--- src/rtl/nfp_pkg.sv ---
// Shared types and constants of the navigation frame parser.
// Used by the parser core, the top level and the testbench.
package nfp_pkg;

    localparam logic [7:0] SYNC_CHAR1 = 8'hB5;
    localparam logic [7:0] SYNC_CHAR2 = 8'h62;

    localparam logic [2:0] REG_NAV_CLASS    = 3'd0;
    localparam logic [2:0] REG_ID_POSITION  = 3'd1;
    localparam logic [2:0] REG_ID_SOLUTION  = 3'd2;
    localparam logic [2:0] REG_ID_VELOCITY  = 3'd3;
    localparam logic [2:0] REG_CAP_POSITION = 3'd4;
    localparam logic [2:0] REG_CAP_SOLUTION = 3'd5;
    localparam logic [2:0] REG_CAP_VELOCITY = 3'd6;

    localparam logic [1:0] ST_INVALID   = 2'd0;
    localparam logic [1:0] ST_NEW       = 2'd1;
    localparam logic [1:0] ST_PROCESSED = 2'd2;

    localparam logic [1:0] KIND_POSITION = 2'd0;
    localparam logic [1:0] KIND_SOLUTION = 2'd1;
    localparam logic [1:0] KIND_VELOCITY = 2'd2;

    localparam logic [2:0] EV_NONE    = 3'd0;
    localparam logic [2:0] EV_BYTE    = 3'd1;
    localparam logic [2:0] EV_GOOD    = 3'd2;
    localparam logic [2:0] EV_BADSUM  = 3'd3;
    localparam logic [2:0] EV_OVERRUN = 3'd4;
    localparam logic [2:0] EV_BUSY    = 3'd5;
    localparam logic [2:0] EV_RELEASE = 3'd6;

    typedef enum logic [8:0] {
        PH_IDLE  = 9'b000000001,
        PH_SYNC1 = 9'b000000010,
        PH_SYNC2 = 9'b000000100,
        PH_CLASS = 9'b000001000,
        PH_LEN1  = 9'b000010000,
        PH_LEN2  = 9'b000100000,
        PH_DATA  = 9'b001000000,
        PH_CKA   = 9'b010000000,
        PH_CKB   = 9'b100000000
    } phase_t;

    typedef struct packed {
        logic [7:0] nav_class;
        logic [7:0] id_position;
        logic [7:0] id_solution;
        logic [7:0] id_velocity;
        logic [5:0] cap_position;
        logic [5:0] cap_solution;
        logic [5:0] cap_velocity;
    } cfg_t;

    typedef struct packed {
        logic [2:0] event_res;
        logic [1:0] kind;
        logic [5:0] byte_offset;
        logic [7:0] payload_byte;
        logic [1:0] status_position;
        logic [1:0] status_solution;
        logic [1:0] status_velocity;
    } res_t;

endpackage

--- src/rtl/nfp_if.sv ---
// Valid/ready channel interfaces of the navigation frame parser.
// One carries received words in, the other carries result words out.
interface nfp_in_if;
    logic       valid;
    logic       ready;
    logic       cmd;
    logic [7:0] rx_byte;

    modport source (output valid, output cmd, output rx_byte, input ready);
    modport sink (input valid, input cmd, input rx_byte, output ready);
endinterface

interface nfp_out_if;
    logic       valid;
    logic       ready;
    logic [2:0] event_res;
    logic [1:0] kind;
    logic [5:0] byte_offset;
    logic [7:0] payload_byte;
    logic [1:0] status_position;
    logic [1:0] status_solution;
    logic [1:0] status_velocity;

    modport source (
        output valid, output event_res, output kind, output byte_offset,
        output payload_byte, output status_position, output status_solution,
        output status_velocity, input ready
    );
    modport sink (
        input valid, input event_res, input kind, input byte_offset,
        input payload_byte, input status_position, input status_solution,
        input status_velocity, output ready
    );
endinterface

--- src/rtl/nav_frame_parser_fletcher.sv ---
// A result word is registered and valid in the cycle after its input word is accepted.
// Throughput: one word per cycle while the output is not stalled; the parser state register is the only loop.
// Input ready stays high while the output register is empty or being drained.
// Reset (rst_n low, asynchronous) clears the parser to idle, all buffer statuses
// to invalid, the output register to empty and the registers to their defaults.
module nav_frame_parser_fletcher
    import nfp_pkg::*;
#(
    parameter int MAX_PAYLOAD = 63
)
(
    input  logic            clk,
    input  logic            rst_n,
    nfp_in_if.sink          in_ch,
    nfp_out_if.source       out_ch,
    input  logic            cfg_we,
    input  logic [2:0]      cfg_index,
    input  logic [7:0]      cfg_data
);

    cfg_t cfg_reg;
    res_t res;
    res_t res_reg;
    logic out_valid_reg;
    logic in_accept;

    assign in_ch.ready = !out_valid_reg || out_ch.ready;
    assign in_accept = in_ch.valid && in_ch.ready;

    always_ff @(posedge clk or negedge rst_n)
    begin
        if (!rst_n)
        begin
            cfg_reg.nav_class <= 8'd1;
            cfg_reg.id_position <= 8'd2;
            cfg_reg.id_solution <= 8'd6;
            cfg_reg.id_velocity <= 8'd18;
            cfg_reg.cap_position <= 6'd28;
            cfg_reg.cap_solution <= 6'd52;
            cfg_reg.cap_velocity <= 6'd36;
        end
        else if (cfg_we)
        begin
            unique case (cfg_index)
                REG_NAV_CLASS:    cfg_reg.nav_class <= cfg_data;
                REG_ID_POSITION:  cfg_reg.id_position <= cfg_data;
                REG_ID_SOLUTION:  cfg_reg.id_solution <= cfg_data;
                REG_ID_VELOCITY:  cfg_reg.id_velocity <= cfg_data;
                REG_CAP_POSITION: cfg_reg.cap_position <= cfg_data[5:0];
                REG_CAP_SOLUTION: cfg_reg.cap_solution <= cfg_data[5:0];
                REG_CAP_VELOCITY: cfg_reg.cap_velocity <= cfg_data[5:0];
                default:
                begin
                end
            endcase
        end
    end

    nfp_core #(
        .MAX_PAYLOAD (MAX_PAYLOAD)
    ) u_core (
        .clk     (clk),
        .rst_n   (rst_n),
        .step_en (in_accept),
        .cmd     (in_ch.cmd),
        .rx_byte (in_ch.rx_byte),
        .cfg     (cfg_reg),
        .res     (res)
    );

    always_ff @(posedge clk or negedge rst_n)
    begin
        if (!rst_n)
        begin
            out_valid_reg <= 1'b0;
        end
        else if (in_accept)
        begin
            out_valid_reg <= 1'b1;
        end
        else if (out_ch.ready)
        begin
            out_valid_reg <= 1'b0;
        end
    end

    always_ff @(posedge clk)
    begin
        if (in_accept)
        begin
            res_reg <= res;
        end
    end

    assign out_ch.valid = out_valid_reg;
    assign out_ch.event_res = res_reg.event_res;
    assign out_ch.kind = res_reg.kind;
    assign out_ch.byte_offset = res_reg.byte_offset;
    assign out_ch.payload_byte = res_reg.payload_byte;
    assign out_ch.status_position = res_reg.status_position;
    assign out_ch.status_solution = res_reg.status_solution;
    assign out_ch.status_velocity = res_reg.status_velocity;

endmodule

--- src/rtl/nfp_core.sv ---
// Frame parser state, Fletcher checksum and buffer status tracking.
// Depends on nfp_pkg; steps once for every accepted word.
module nfp_core
    import nfp_pkg::*;
#(
    parameter int MAX_PAYLOAD = 63
)
(
    input  logic       clk,
    input  logic       rst_n,
    input  logic       step_en,
    input  logic       cmd,
    input  logic [7:0] rx_byte,
    input  cfg_t       cfg,
    output res_t       res
);

    phase_t          phase_reg, phase_next;
    logic [15:0]     len_reg, len_next;
    logic [7:0]      sa_reg, sa_next;
    logic [7:0]      sb_reg, sb_next;
    logic [1:0]      kind_reg, kind_next;
    logic [5:0]      off_reg, off_next;
    logic [2:0][1:0] status_reg, status_next;

    logic [2:0]  kind_sel;
    logic [1:0]  cur_status;
    logic [5:0]  cap_raw;
    logic [5:0]  cap_eff;
    logic [7:0]  sa_add, sb_add;
    logic [7:0]  sa_cls, sb_cls;
    logic [2:0]  ev;
    logic [5:0]  off_out;
    logic [7:0]  pb_out;

    always_comb
    begin
        kind_sel = 3'b000;
        cur_status = status_reg[2];
        cap_raw = cfg.cap_velocity;
        unique case (kind_reg)
            KIND_POSITION:
            begin
                kind_sel = 3'b001;
                cur_status = status_reg[0];
                cap_raw = cfg.cap_position;
            end
            KIND_SOLUTION:
            begin
                kind_sel = 3'b010;
                cur_status = status_reg[1];
                cap_raw = cfg.cap_solution;
            end
            default:
            begin
                kind_sel = 3'b100;
            end
        endcase
    end

    assign cap_eff = ({2'b00, cap_raw} > 8'(MAX_PAYLOAD)) ? 6'(MAX_PAYLOAD) : cap_raw;

    assign sa_add = sa_reg + rx_byte;
    assign sb_add = sb_reg + sa_add;
    // The checksum restarts at the id byte with the class byte already folded in.
    assign sa_cls = cfg.nav_class + rx_byte;
    assign sb_cls = cfg.nav_class + sa_cls;

    always_comb
    begin
        phase_next = phase_reg;
        len_next = len_reg;
        sa_next = sa_reg;
        sb_next = sb_reg;
        kind_next = kind_reg;
        off_next = off_reg;
        status_next = status_reg;
        ev = EV_NONE;
        off_out = 6'd0;
        pb_out = 8'd0;

        if (cmd)
        begin
            status_next = {3{ST_PROCESSED}};
            ev = EV_RELEASE;
        end
        else
        begin
            unique case (phase_reg)
                PH_IDLE:
                begin
                    phase_next = (rx_byte == SYNC_CHAR1) ? PH_SYNC1 : PH_IDLE;
                end
                PH_SYNC1:
                begin
                    phase_next = (rx_byte == SYNC_CHAR2) ? PH_SYNC2 : PH_IDLE;
                end
                PH_SYNC2:
                begin
                    phase_next = (rx_byte == cfg.nav_class) ? PH_CLASS : PH_IDLE;
                end
                PH_CLASS:
                begin
                    phase_next = PH_LEN1;
                    sa_next = sa_cls;
                    sb_next = sb_cls;
                    if (rx_byte == cfg.id_position)
                    begin
                        kind_next = KIND_POSITION;
                    end
                    else if (rx_byte == cfg.id_solution)
                    begin
                        kind_next = KIND_SOLUTION;
                    end
                    else if (rx_byte == cfg.id_velocity)
                    begin
                        kind_next = KIND_VELOCITY;
                    end
                    else
                    begin
                        phase_next = PH_IDLE;
                        sa_next = sa_reg;
                        sb_next = sb_reg;
                    end
                end
                PH_LEN1:
                begin
                    len_next = {8'd0, rx_byte};
                    sa_next = sa_add;
                    sb_next = sb_add;
                    phase_next = PH_LEN2;
                end
                PH_LEN2:
                begin
                    len_next = {rx_byte, len_reg[7:0]};
                    sa_next = sa_add;
                    sb_next = sb_add;
                    if (cur_status == ST_NEW)
                    begin
                        ev = EV_BUSY;
                        phase_next = PH_IDLE;
                    end
                    else
                    begin
                        for (int i = 0; i < 3; i++)
                        begin
                            if (kind_sel[i])
                            begin
                                status_next[i] = ST_INVALID;
                            end
                        end
                        off_next = 6'd0;
                        phase_next = ({rx_byte, len_reg[7:0]} == 16'd0) ? PH_CKA : PH_DATA;
                    end
                end
                PH_DATA:
                begin
                    if (off_reg < cap_eff)
                    begin
                        ev = EV_BYTE;
                        off_out = off_reg;
                        pb_out = rx_byte;
                        sa_next = sa_add;
                        sb_next = sb_add;
                        off_next = off_reg + 6'd1;
                        len_next = len_reg - 16'd1;
                        if (len_reg == 16'd1)
                        begin
                            phase_next = PH_CKA;
                        end
                    end
                    else
                    begin
                        ev = EV_OVERRUN;
                        phase_next = PH_IDLE;
                    end
                end
                PH_CKA:
                begin
                    if (rx_byte == sa_reg)
                    begin
                        phase_next = PH_CKB;
                    end
                    else
                    begin
                        for (int i = 0; i < 3; i++)
                        begin
                            if (kind_sel[i])
                            begin
                                status_next[i] = ST_INVALID;
                            end
                        end
                        ev = EV_BADSUM;
                        phase_next = PH_IDLE;
                    end
                end
                PH_CKB:
                begin
                    for (int i = 0; i < 3; i++)
                    begin
                        if (kind_sel[i])
                        begin
                            status_next[i] = (rx_byte == sb_reg) ? ST_NEW : ST_INVALID;
                        end
                    end
                    ev = (rx_byte == sb_reg) ? EV_GOOD : EV_BADSUM;
                    phase_next = PH_IDLE;
                end
                default:
                begin
                    phase_next = PH_IDLE;
                end
            endcase
        end
    end

    always_ff @(posedge clk or negedge rst_n)
    begin
        if (!rst_n)
        begin
            phase_reg <= PH_IDLE;
            len_reg <= 16'd0;
            sa_reg <= 8'd0;
            sb_reg <= 8'd0;
            kind_reg <= KIND_POSITION;
            off_reg <= 6'd0;
            status_reg <= {3{ST_INVALID}};
        end
        else if (step_en)
        begin
            phase_reg <= phase_next;
            len_reg <= len_next;
            sa_reg <= sa_next;
            sb_reg <= sb_next;
            kind_reg <= kind_next;
            off_reg <= off_next;
            status_reg <= status_next;
        end
    end

    always_comb
    begin
        res.event_res = ev;
        res.kind = (ev >= EV_BYTE && ev <= EV_BUSY) ? kind_reg : 2'd0;
        res.byte_offset = off_out;
        res.payload_byte = pb_out;
        res.status_position = status_next[0];
        res.status_solution = status_next[1];
        res.status_velocity = status_next[2];
    end

`ifndef SYNTHESIS
    // A payload phase always has at least one byte still to come.
    assert property (@(posedge clk) disable iff (!rst_n)
        phase_reg == PH_DATA |-> len_reg != 16'd0)
        else $error("payload phase entered with zero remaining length");

    assert property (@(posedge clk) disable iff (!rst_n)
        step_en && cmd |=> status_reg == {3{ST_PROCESSED}})
        else $error("release did not mark all buffers processed");

    assert property (@(posedge clk) disable iff (!rst_n)
        step_en && !cmd && phase_reg == PH_CKB && rx_byte == sb_reg
        |=> status_reg[$past(kind_reg)] == ST_NEW)
        else $error("good frame did not mark its buffer new");
`endif

endmodule

--- src/flat_wrapper.sv ---
// flat-port wrapper written by rule: the top's interface ports become plain ports
module nav_frame_parser_fletcher_flat import nfp_pkg::*;
#(
    parameter int MAX_PAYLOAD = 63
)
  (clk, rst_n, cfg_we, cfg_index, cfg_data, in_ch_valid, in_ch_cmd, in_ch_rx_byte, in_ch_ready, out_ch_valid, out_ch_event_res, out_ch_kind, out_ch_byte_offset, out_ch_payload_byte, out_ch_status_position, out_ch_status_solution, out_ch_status_velocity, out_ch_ready);
  nfp_in_if in_ch_i ();
  nfp_out_if out_ch_i ();
  input  logic clk;
  input  logic rst_n;
  input  logic cfg_we;
  input  logic [2:0] cfg_index;
  input  logic [7:0] cfg_data;
  input wire logic [$bits(in_ch_i.valid)-1:0] in_ch_valid;
  input wire logic [$bits(in_ch_i.cmd)-1:0] in_ch_cmd;
  input wire logic [$bits(in_ch_i.rx_byte)-1:0] in_ch_rx_byte;
  output wire logic [$bits(in_ch_i.ready)-1:0] in_ch_ready;
  output wire logic [$bits(out_ch_i.valid)-1:0] out_ch_valid;
  output wire logic [$bits(out_ch_i.event_res)-1:0] out_ch_event_res;
  output wire logic [$bits(out_ch_i.kind)-1:0] out_ch_kind;
  output wire logic [$bits(out_ch_i.byte_offset)-1:0] out_ch_byte_offset;
  output wire logic [$bits(out_ch_i.payload_byte)-1:0] out_ch_payload_byte;
  output wire logic [$bits(out_ch_i.status_position)-1:0] out_ch_status_position;
  output wire logic [$bits(out_ch_i.status_solution)-1:0] out_ch_status_solution;
  output wire logic [$bits(out_ch_i.status_velocity)-1:0] out_ch_status_velocity;
  input wire logic [$bits(out_ch_i.ready)-1:0] out_ch_ready;
  assign in_ch_i.valid = in_ch_valid;
  assign in_ch_i.cmd = in_ch_cmd;
  assign in_ch_i.rx_byte = in_ch_rx_byte;
  assign in_ch_ready = in_ch_i.ready;
  assign out_ch_valid = out_ch_i.valid;
  assign out_ch_event_res = out_ch_i.event_res;
  assign out_ch_kind = out_ch_i.kind;
  assign out_ch_byte_offset = out_ch_i.byte_offset;
  assign out_ch_payload_byte = out_ch_i.payload_byte;
  assign out_ch_status_position = out_ch_i.status_position;
  assign out_ch_status_solution = out_ch_i.status_solution;
  assign out_ch_status_velocity = out_ch_i.status_velocity;
  assign out_ch_i.ready = out_ch_ready;
  nav_frame_parser_fletcher #(.MAX_PAYLOAD(MAX_PAYLOAD)) u_core (.clk(clk), .rst_n(rst_n), .in_ch(in_ch_i), .out_ch(out_ch_i), .cfg_we(cfg_we), .cfg_index(cfg_index), .cfg_data(cfg_data));
endmodule
--- config.mk ---
export PLATFORM = sky130hd
export DESIGN_NAME = nav_frame_parser_fletcher_flat
export DESIGN_NICKNAME = d
export VERILOG_FILES = /design/src/rtl/nfp_pkg.sv /design/src/rtl/nfp_if.sv /design/src/rtl/nav_frame_parser_fletcher.sv /design/src/rtl/nfp_core.sv /design/src/flat_wrapper.sv
export SDC_FILE = /design/constraint.sdc
export NUM_CORES = 1
export LEC_CHECK = 0
export BUFFER_PORTS_ARGS = -buffer_cell sky130_fd_sc_hd__buf_2
export CELL_PAD_IN_SITES_DETAIL_PLACEMENT = 1
export CELL_PAD_IN_SITES_GLOBAL_PLACEMENT = 1
export CORE_ASPECT_RATIO = 0.5
export CORE_MARGIN = 8
export CORE_UTILIZATION = 43
export CTS_CLUSTER_DIAMETER = 100
export CTS_CLUSTER_SIZE = 10
export DETAILED_ROUTE_END_ITERATION = 8
export HOLD_SLACK_MARGIN = 0.12
export PLACE_DENSITY_LB_ADDON = 0.1
export SYNTH_ARGS = -nofsm -noshare
export SYNTH_HDL_FRONTEND = slang
export SYNTH_HIERARCHICAL = 1
export SYNTH_SLANG_ARGS = --single-unit
--- constraint.sdc ---
create_clock -name clk -period 4.4 [get_ports clk]
set_input_delay 0.44 -clock clk [delete_from_list [all_inputs] [get_ports clk]]
set_output_delay 0.44 -clock clk [all_outputs]
set_load 0.03 [all_outputs]
==> results of run 1 <==
==> kinds of logic (layout without fill, tap and decap cells) <==
kind of cell               after synthesis  count (layout)  synth area share (%)
AOI/OAI and AO/OA                      183             183                 14.85
adders and majority gates               40              40                 6.465
buffers and inverters                   58             118                 3.095
DFF                                    131             131                 41.70
muxes                                   83              83                 11.59
xor gates and xnor gates                56              56                 5.977
and+or+nand+nor                        235             235                 16.32
==> through the flow <==
| step | util (%) | instance area [µm²] | setup slack [ns] | power, mW | hold WS (ns) |
|---|---|---|---|---|---|
| floorplan | - | 8205 | 1.228 | 2.663 | 0.1444 |
| global placement | 46.85 | 8698 | 0.8141 | 3.003 | 0.4783 |
| finish | 50.09 | 9301 | 0.7982 | 4.516 | 0.2250 |
| detailed placement | 46.85 | 8698 | 0.7520 | 3.059 | 0.4975 |
| CTS | 50.09 | 9301 | 0.8444 | 4.543 | 0.2060 |
| global route | 50.09 | 9301 | 0.5973 | 4.782 | 0.2097 |
==> cell usage after synthesis, drive strengths merged, types with 4 or more instances <==
cell	instances
a211oi	4
a21o	13
a21oi	45
a22oi	4
a31oi	4
a32oi	8
and2	18
buf	23
clkbuf	11
dfrtp	91
dfstp	15
edfxtp	25
fa	4
ha	36
inv	24
mux2	72
mux2i	11
nand2	49
nand2b	16
nand3	11
nand4	18
nand4b	6
nor2	46
nor3	22
nor4	12
o211ai	11
o21a	4
o21ai	48
o2bb2ai	12
o31ai	8
or3	5
or4	7
xnor2	44
xor2	12
==> cell type report <==
type	instances	area, µm²	share of cell area, %
clock buffers	20	479.2	5.152
clock inverters	12	113.9	1.224
inverters	24	90.09	0.9685
multi-input cells	597	4529	48.70
flip-flops and latches	131	3422	36.79
well taps	259	324.1	3.484
repair buffers	62	342.8	3.686
==> power breakdown <==
group | internal (mW) | switching (mW) | leakage [nW]
Sequential | 1.43 | 0.138 | 1.54
Clock | 0.852 | 0.593 | 0.285
Combinational | 0.665 | 0.838 | 1.96
==> worst paths after layout <==
kind / depth (start not counted) / end / slack, ns / startpoint
worst max-delay path: 10 / u_core/u_core/len_reg[5]$_DFFE_PN0P_ / 0.80 / u_core/u_core/kind_reg[0]$_DFFE_PN0P_
worst min-delay path: 2 / u_core/out_ch.valid$_DFFE_PN0P_ / 0.22 / in_ch_valid
worst max register to register: 10 / u_core/u_core/len_reg[5]$_DFFE_PN0P_ / 0.80 / u_core/u_core/kind_reg[0]$_DFFE_PN0P_
worst min register to register: 1 / u_core/cfg_reg[0]$_DFFE_PN0P_ / 0.51 / u_core/cfg_reg[0]$_DFFE_PN0P_
max in group asynchronous: 3 / u_core/u_core/len_reg[12]$_DFFE_PN0P_ / 2.82 / rst_n
min in group asynchronous: 2 / u_core/cfg_reg[33]$_DFFE_PN0P_ / 0.64 / rst_n
==> critical path, stage by stage (launching register included) <==
cell	delay, ns
dfrtp_1	0.73
mux2i_1	0.26
nor2_1	0.06
a21oi_1	0.20
ha_1	0.29
a21o_1	0.18
a21o_1	0.19
a221o_1	0.44
o21ai_1	0.50
nand2_1	0.38
o2bb2ai_1	0.27
==> routing by layer <==
metal  GRT usage (%)  vias up  wire, µm
li1                -     3023         -
met1           29.36     3331     12120
met2           31.51      142     10630
met3           5.064       34      1095
met4           5.942        2       423
met5               0        -        10
==> what timing repair did <==
| item | CTS | global route |
|---|---|---|
| hold endpoints to repair | 1 | 0 |
| setup buffers | 0 | 0 |
| hold buffers | 1 | 0 |
==> results.json, run 1 <==
{
  "synth_fp_nets": 851,
  "numCtsBuffers": 17,
  "die_y_um": 113.7,
  "critical_path.endpoint_type": "register",
  "largest_reg_flops": 50,
  "grt_pass1_vias": 6908,
  "relSlewSlack_pct": 41.82,
  "irDropWorstVdd_mv": 0.2755,
  "synth.top_cell.area_share_pct": 27.75,
  "setup-violations-final": 0,
  "leakage_nw": 3.791,
  "routed_wl_um": 24270,
  "p_per_area_nw_per_um2": 485.5,
  "drive_gt1_share_pct": 23.29,
  "cts_sinks": 131,
  "yosysUniqueCellTypes": 75,
  "fill_cells": 2056,
  "fmax_mhz": 277.6,
  "grt_pass1_wl_um": 39490,
  "synth_edf_count": 25,
  "hpwlAfterDp_um": 17170,
  "start_util_pct": 44.19,
  "syn_to_final_growth_pct": 13.36,
  "coreArea_um2": 18570,
  "cts_tree": "built",
  "cts_buffer_depth": 2,
  "critPathMaxFanout": 13,
  "die-width_um": 211.4,
  "first_pass_iters": 5,
  "dr_total_vias": 6532,
  "routabilityCongestion": 0.8340,
  "cp.required_ns": 4.74,
  "overflow": 0,
  "wire_per_inst_um": 21.96,
  "nets": 898,
  "cap_viol_max_count": 0,
  "syn_area_per_cell_um2": 10.44,
  "htree_levels": 4,
  "fin_crit_sh_pct": 81.86,
  "syn_area_um2": 8205,
  "clockRootBuffer": "clkbuf_16",
  "dr.first_iter.drc_count": 574,
  "ios": 52,
  "clk_latency_ns": 0.43,
  "critPathKind": "register to register",
  "synth_area_leaders": "dfrtp_1, edfxtp_1, mux2_2",
  "ys_seq_area_share_pct": 41.70,
  "routed_via_density": 5.911,
  "startpoint_type": "register",
  "outcome": "finished, final reports clean",
  "dpl.cell_count": 1072,
  "async_reset_ff_share_pct": 80.92,
  "synth_flop_cell": "dfrtp_1",
  "postRouteAntennaNets": 0,
  "layout_common_cells": "dfrtp_1, mux2_2, buf_2",
  "stdcell_count": 1105,
  "ys_ff_latch": 131,
  "setup_tns_ns": 0,
  "grtUsageTotal_pct": 20.88,
  "period_minus_slack_ns": 3.602,
  "diodes": 0,
  "rsz0062_at_grt": "false",
  "min_path_type": "input port to register",
  "die_area_um2": 24030,
  "clk_pin_slew_ns": 0.06,
  "ctsResizeCount": 0,
  "skew_ns": 0.007558,
  "hold_violations": 0,
  "port-buffer-count": 51,
  "worstMarginPinSlew_ns": 0.8727,
  "critPathArrivalTime_ns": 3.94,
  "ys_warn_count": 6,
  "rows": 35,
  "layout_commonest_cell": "dfrtp_1",
  "drv_slew": 0,
  "syn_inst": 786,
  "drc": 0,
  "synth_top_cell_by_area": "dfrtp_1",
  "antenna_found_initial": 1,
  "grt_max_degree": 56
}
No activity file was read; power rests on OpenSTA's default activity.
==> inputs of run 2 (changes only) <==
--- a/config.mk
+++ b/config.mk
@@ -5,6 +5,7 @@
 export SDC_FILE = /design/constraint.sdc
 export NUM_CORES = 1
 export LEC_CHECK = 0
+export ABC_AREA = 1
 export BUFFER_PORTS_ARGS = -buffer_cell sky130_fd_sc_hd__buf_2
 export CELL_PAD_IN_SITES_DETAIL_PLACEMENT = 1
 export CELL_PAD_IN_SITES_GLOBAL_PLACEMENT = 1
==> constraint.sdc (replaced) <==
create_clock -name clk -period 3.39 [get_ports clk]
set_input_delay 0.339 -clock clk [delete_from_list [all_inputs] [get_ports clk]]
set_output_delay 0.339 -clock clk [all_outputs]
set_load 0.03 [all_outputs]
==> results.json, run 2 <==
{
  "grtUsageTotal_pct": 21.94,
  "grt_pass1_wl_um": 42890,
  "cpPeakStageDelay_ns": 0.41,
  "crit_chain": "inv_1 -> nor2_1 -> inv_1 -> o22ai_1 -> o21bai_1 -> ha_1 -> a21oi_1 -> nor2_1 -> a211oi_2 -> nand2_2 -> nand2_4 -> nand2_2 -> inv_2 -> nand2_4 -> o21ai_0 -> inv_1",
  "outcome": "finished, final reports clean",
  "layout_commonest_cell": "nand2_1",
  "routed_wl_um": 26390,
  "ys_warn_count": 6,
  "die_area_um2": 24740,
  "layout_common_cells": "nand2_1, inv_1, dfrtp_1",
  "cp.required_ns": 3.71,
  "synth_area_leaders": "dfrtp_1, nand2_1, edfxtp_1",
  "clk_latency_ns": 0.44,
  "dr_total_vias": 7605,
  "drv_slew": 0,
  "finalInstanceArea_um2": 9622,
  "fmax_mhz": 322.7,
  "antenna_found_initial": 1,
  "wire_per_inst_um": 18.42,
  "cpMaxStageDelayCell": "dfrtp_1",
  "first_pass_iters": 5,
  "startpoint_type": "register",
  "numCtsBuffers": 17,
  "fin_crit_sh_pct": 91.42,
  "cpMostUsedCell": "inv_1",
  "cap_viol_max_count": 0,
  "port-buffer-count": 51,
  "postRouteAntennaNets": 0,
  "synth_fp_nets": 1166,
  "relSlewSlack_pct": 52.63,
  "irDropWorstVdd_mv": 0.3017,
  "skew_ns": 0.01356,
  "nets": 1219,
  "ys_ff_latch": 131,
  "synth.top_cell.area_share_pct": 26.86,
  "routed_via_density": 5.307,
  "critical_path.endpoint_type": "register",
  "period_minus_slack_ns": 3.099,
  "synth_flop_cell": "dfrtp_1",
  "cts_sinks": 131,
  "cts_tree": "built",
  "hold_violations": 0,
  "clockRootBuffer": "clkbuf_16",
  "dr.first_iter.drc_count": 405,
  "syn_inst": 1101,
  "critPathArrivalTime_ns": 3.42,
  "htree_levels": 4,
  "critPathKind": "register to register",
  "grt_max_degree": 58,
  "setup_tns_ns": 0,
  "critPathMaxFanout": 28,
  "routabilityCongestion": 0.8541,
  "die-width_um": 214.6,
  "grt_pass1_vias": 7904,
  "hpwlAfterDp_um": 19560,
  "cts_buffer_depth": 2,
  "largest_reg_flops": 50,
  "syn_area_per_cell_um2": 7.702,
  "async_reset_ff_share_pct": 80.92,
  "dpl_cell_area_um2": 8994,
  "synthTopCellsByCount": "nand2_1, inv_1, dfrtp_1, nand3_1, nor2_1",
  "min_path_type": "input port to register",
  "power_mw": 5.627,
  "syn_area_um2": 8479,
  "yosysUniqueCellTypes": 51,
  "drc": 0,
  "synth_edf_count": 25,
  "coreArea_um2": 19410,
  "rsz0062_at_grt": "false",
  "ios": 52,
  "drive_gt1_share_pct": 13.54,
  "synth.most_common_cell": "nand2_1",
  "p_per_area_nw_per_um2": 584.8,
  "setup-violations-final": 0,
  "synth_top_cell_by_area": "dfrtp_1",
  "start_util_pct": 43.68,
  "rows": 36,
  "clk_pin_slew_ns": 0.07,
  "die_y_um": 115.3,
  "worstMarginPinSlew_ns": 0.7098,
  "overflow": 0,
  "diodes": 0,
  "leakage_nw": 4.716,
  "ys_seq_area_share_pct": 40.36,
  "syn_to_final_growth_pct": 13.47
}
[run 2: cells by family after synthesis]
group | count (synthesis) | share of synthesized area, %
AO/OA/AOI/OAI | 144 | 9.577
XOR/XNOR | 58 | 5.991
buffers and inverters | 158 | 7.717
flip-flops | 131 | 40.36
AND/OR/NAND/NOR | 566 | 29.63
adder cells (fa/ha/maj) | 40 | 6.256
multiplexers | 4 | 0.4722
[run 2: path summary, 6_finish.rpt]
kind / end / slack [ns] / from / cells after the start
worst min-delay path: u_core/out_ch.valid$_DFFE_PN0P_ / 0.16 / in_ch_valid / 3
worst max register to register: u_core/u_core/sb_reg[4]$_DFFE_PN0P_ / 0.29 / u_core/u_core/kind_reg[0]$_DFFE_PN0P_ / 16
max in group asynchronous: u_core/cfg_reg[42]$_DFFE_PN1P_ / 2.08 / rst_n / 3
min in group asynchronous: u_core/u_core/len_reg[4]$_DFFE_PN0P_ / 0.49 / rst_n / 2
worst max-delay path: u_core/u_core/sb_reg[4]$_DFFE_PN0P_ / 0.29 / u_core/u_core/kind_reg[0]$_DFFE_PN0P_ / 16
worst min register to register: u_core/cfg_reg[15]$_DFFE_PN1P_ / 0.47 / u_core/cfg_reg[15]$_DFFE_PN1P_ / 2
[run 2: worst max-delay path, delay by kind of cell, from the launching register on]
kind | cells | cell delay (ns)
flops | 1 | 0.41
compound gates | 5 | 0.98
simple gates | 6 | 0.83
fa+ha+maj | 1 | 0.27
buf+inv | 4 | 0.49
[run 2: metrics by stage]
step	setup WS [ns]	hold WS, ns	utilization, %	std cells
CTS	0.1967	0.1481	49.51	1433
finish	0.2908	0.1579	49.56	1433
global route	0.05417	0.1671	49.56	1433
global placement	0.3101	0.4218	46.33	1400
floorplan	0.1938	0.04341	-	1101
detailed placement	0.2173	0.4250	46.33	1400
[run 2: layout make-up]
cell class | count | area, µm²
tap | 266 | 332.8
fill | 2399 | 9792
multi-input combinational | 812 | 4424
inverter | 133 | 501.7
timing repair buffer | 59 | 332.8
sequential | 131 | 3422
clock buffer | 17 | 425.4
clock inverter | 15 | 182.7
[run 2: routing by layer]
layer / share of wire (%) / vias up / GRT usage (%)
met3: 4.7 / 22 / 4.779
met2: 44 / 144 / 34.98
met4: 1.1 / 0 / 5.452
met1: 50 / 3761 / 30.16
li1: - / 3678 / -
met5: 0 / - / 0
[run 2: repair_timing]
item | 4_1_cts | 5_1_grt
hold endpoints to repair | 39 | 0
buffers inserted | 0 | 0
hold buffers | 1 | 0
endpoints found under the setup margin | 0 | 43
gates resized for setup | 0 | 2
[run 2: power breakdown]
part	switching, mW	internal, mW
Clock	0.770	1.16
Combinational	1.09	0.638
Sequential	0.157	1.81
==> inputs of run 3 (changes only) <==
--- a/config.mk
+++ b/config.mk
@@ -6,7 +6,6 @@
 export NUM_CORES = 1
 export LEC_CHECK = 0
 export ABC_AREA = 1
-export BUFFER_PORTS_ARGS = -buffer_cell sky130_fd_sc_hd__buf_2
 export CELL_PAD_IN_SITES_DETAIL_PLACEMENT = 1
 export CELL_PAD_IN_SITES_GLOBAL_PLACEMENT = 1
 export CORE_ASPECT_RATIO = 0.5
@@ -15,6 +14,7 @@
 export CTS_CLUSTER_DIAMETER = 100
 export CTS_CLUSTER_SIZE = 10
 export DETAILED_ROUTE_END_ITERATION = 8
+export DONT_BUFFER_PORTS = 1
 export HOLD_SLACK_MARGIN = 0.12
 export PLACE_DENSITY_LB_ADDON = 0.1
 export SYNTH_ARGS = -nofsm -noshare
==> results.json, run 3 (synthesis results as in run 2) <==
{
  "outcome": "finished, final reports clean",
  "largest_reg_flops": 50,
  "leakage_nw": 4.569,
  "setup_tns_ns": 0,
  "critPathBufInv": 3,
  "relSlewSlack_pct": 54.21,
  "layout_common_cells": "nand2_1, inv_1, dfrtp_1",
  "first_pass_iters": 5,
  "die_y_um": 115.3,
  "syn_to_final_growth_pct": 11.82,
  "skew_ns": 0.008431,
  "grt_pass1_wl_um": 43330,
  "fmax_mhz": 333.7,
  "routed_via_density": 5.329,
  "die-width_um": 214.6,
  "p_per_area_nw_per_um2": 589.6,
  "critical_path.endpoint_type": "register",
  "cp.required_ns": 3.70,
  "clockRootBuffer": "clkbuf_16",
  "fin_crit_sh_pct": 88.41,
  "drive_gt1_share_pct": 9.220,
  "grtUsageTotal_pct": 22.29,
  "numCtsBuffers": 17,
  "dr.first_iter.drc_count": 445,
  "period_minus_slack_ns": 2.997,
  "cpMaxStageDelayCell": "dfrtp_1",
  "coreArea_um2": 19410,
  "port-buffer-count": 0,
  "postRouteAntennaNets": 0,
  "grt_max_degree": 107,
  "ios": 52,
  "power_mw": 5.591,
  "rsz0062_at_grt": "false",
  "setup-violations-final": 0,
  "antenna_found_initial": 0,
  "start_util_pct": 43.68,
  "drc": 0,
  "cts_hold_buffers": 14,
  "critPathMaxFanout": 10,
  "worstMarginPinSlew_ns": 0.6860,
  "hold_violations": 0,
  "overflow": 0,
  "critPathKind": "register to register",
  "cts_buffer_depth": 2,
  "die_area_um2": 24740,
  "rows": 36,
  "dr_total_vias": 7428,
  "nets": 1180,
  "irDropWorstVdd_mv": 0.3066,
  "fill_cells": 2393,
  "clk_pin_slew_ns": 0.06,
  "drv_slew": 0,
  "min_path_type": "input port to register",
  "cts_sinks": 131,
  "critPathArrivalTime_ns": 3.31,
  "diodes": 0,
  "cap_viol_max_count": 0,
  "startpoint_type": "register",
  "hpwlAfterDp_um": 19360,
  "grt_pass1_vias": 7728,
  "routed_wl_um": 26700,
  "routabilityCongestion": 0.8727,
  "r2r_slack_ns": 0.39,
  "cts_tree": "built",
  "ctsResizeCount": 0,
  "wire_per_inst_um": 19.15,
  "post_cts.repair.setup_buffers": 0,
  "layout_commonest_cell": "nand2_1",
  "critPathTopFamily": "simple AND/OR/NAND/NOR gates",
  "clk_latency_ns": 0.44,
  "cpPeakStageDelay_ns": 0.49,
  "htree_levels": 4,
  "crit_chain": "nor2_1 -> inv_1 -> o22ai_1 -> o21bai_1 -> ha_1 -> a21oi_1 -> nor2_1 -> a211oi_1 -> buf_4 -> nand2_2 -> nand2_4 -> nand2_2 -> inv_2 -> nand3_1 -> nand2_1 -> o21ai_0"
}
## run 3: through the flow
step                      hold WS [ns]  util [%]  instances  setup slack [ns]  area, µm²
after floorplan                0.04341         -       1101            0.1938       8479
final                           0.1497     48.84       1394            0.3928       9482
after global placement         0.04858     44.86       1347            0.5475       8708
after CTS                       0.1211     48.79       1393            0.3964       9472
after global routing            0.1682     48.84       1394            0.1548       9482
after detailed placement       0.04797     44.86       1347            0.4376       8708
## run 3: layer usage
| layer | GRT usage [%] | vias up | share of wire [%] |
|---|---|---|---|
| li1 | - | 3610 | - |
| met1 | 31.17 | 3666 | 51 |
| met2 | 34.22 | 132 | 43 |
| met3 | 5.646 | 20 | 5.4 |
| met4 | 5.498 | 0 | 0.85 |
| met5 | 0 | - | 0 |
## run 3: worst min-delay path, delay by kind of cell
kind | cells | cell delay (ns)
AO/OA/AOI/OAI | 2 | 0.13
buffers and inverters | 1 | 0.05
AND/OR/NAND/NOR | 1 | 0.03
## run 3: layout make-up
class,instances,area (µm²),area share [%]
Multi-Input combinational cell,812,4414,46.56
Sequential cell,131,3422,36.09
Inverter,133,501.7,5.292
Clock buffer,17,425.4,4.487
Tap cell,266,332.8,3.510
Timing Repair Buffer,20,205.2,2.164
Clock inverter,15,180.2,1.900
## run 3: final timing paths
check	start	endpoint	depth (start not counted)
worst max-delay path	u_core/u_core/kind_reg[1]$_DFFE_PN0P_	u_core/u_core/off_reg[3]$_DFFE_PN0P_	16
worst min-delay path	in_ch_rx_byte[5]	u_core/u_core/len_reg[13]$_DFFE_PN0P_	4
worst max register to register	u_core/u_core/kind_reg[1]$_DFFE_PN0P_	u_core/u_core/off_reg[3]$_DFFE_PN0P_	16
worst min register to register	u_core/cfg_reg[15]$_DFFE_PN1P_	u_core/cfg_reg[15]$_DFFE_PN1P_	2
max in group asynchronous	rst_n	u_core/cfg_reg[31]$_DFFE_PN0P_	2
min in group asynchronous	rst_n	u_core/u_core/len_reg[6]$_DFFE_PN0P_	2
## run 3: report_power, final
group | internal (mW) | switching [mW]
clock | 1.16 | 0.775
combinational | 0.631 | 1.02
sequential | 1.81 | 0.185
total | 3.61 | 1.98
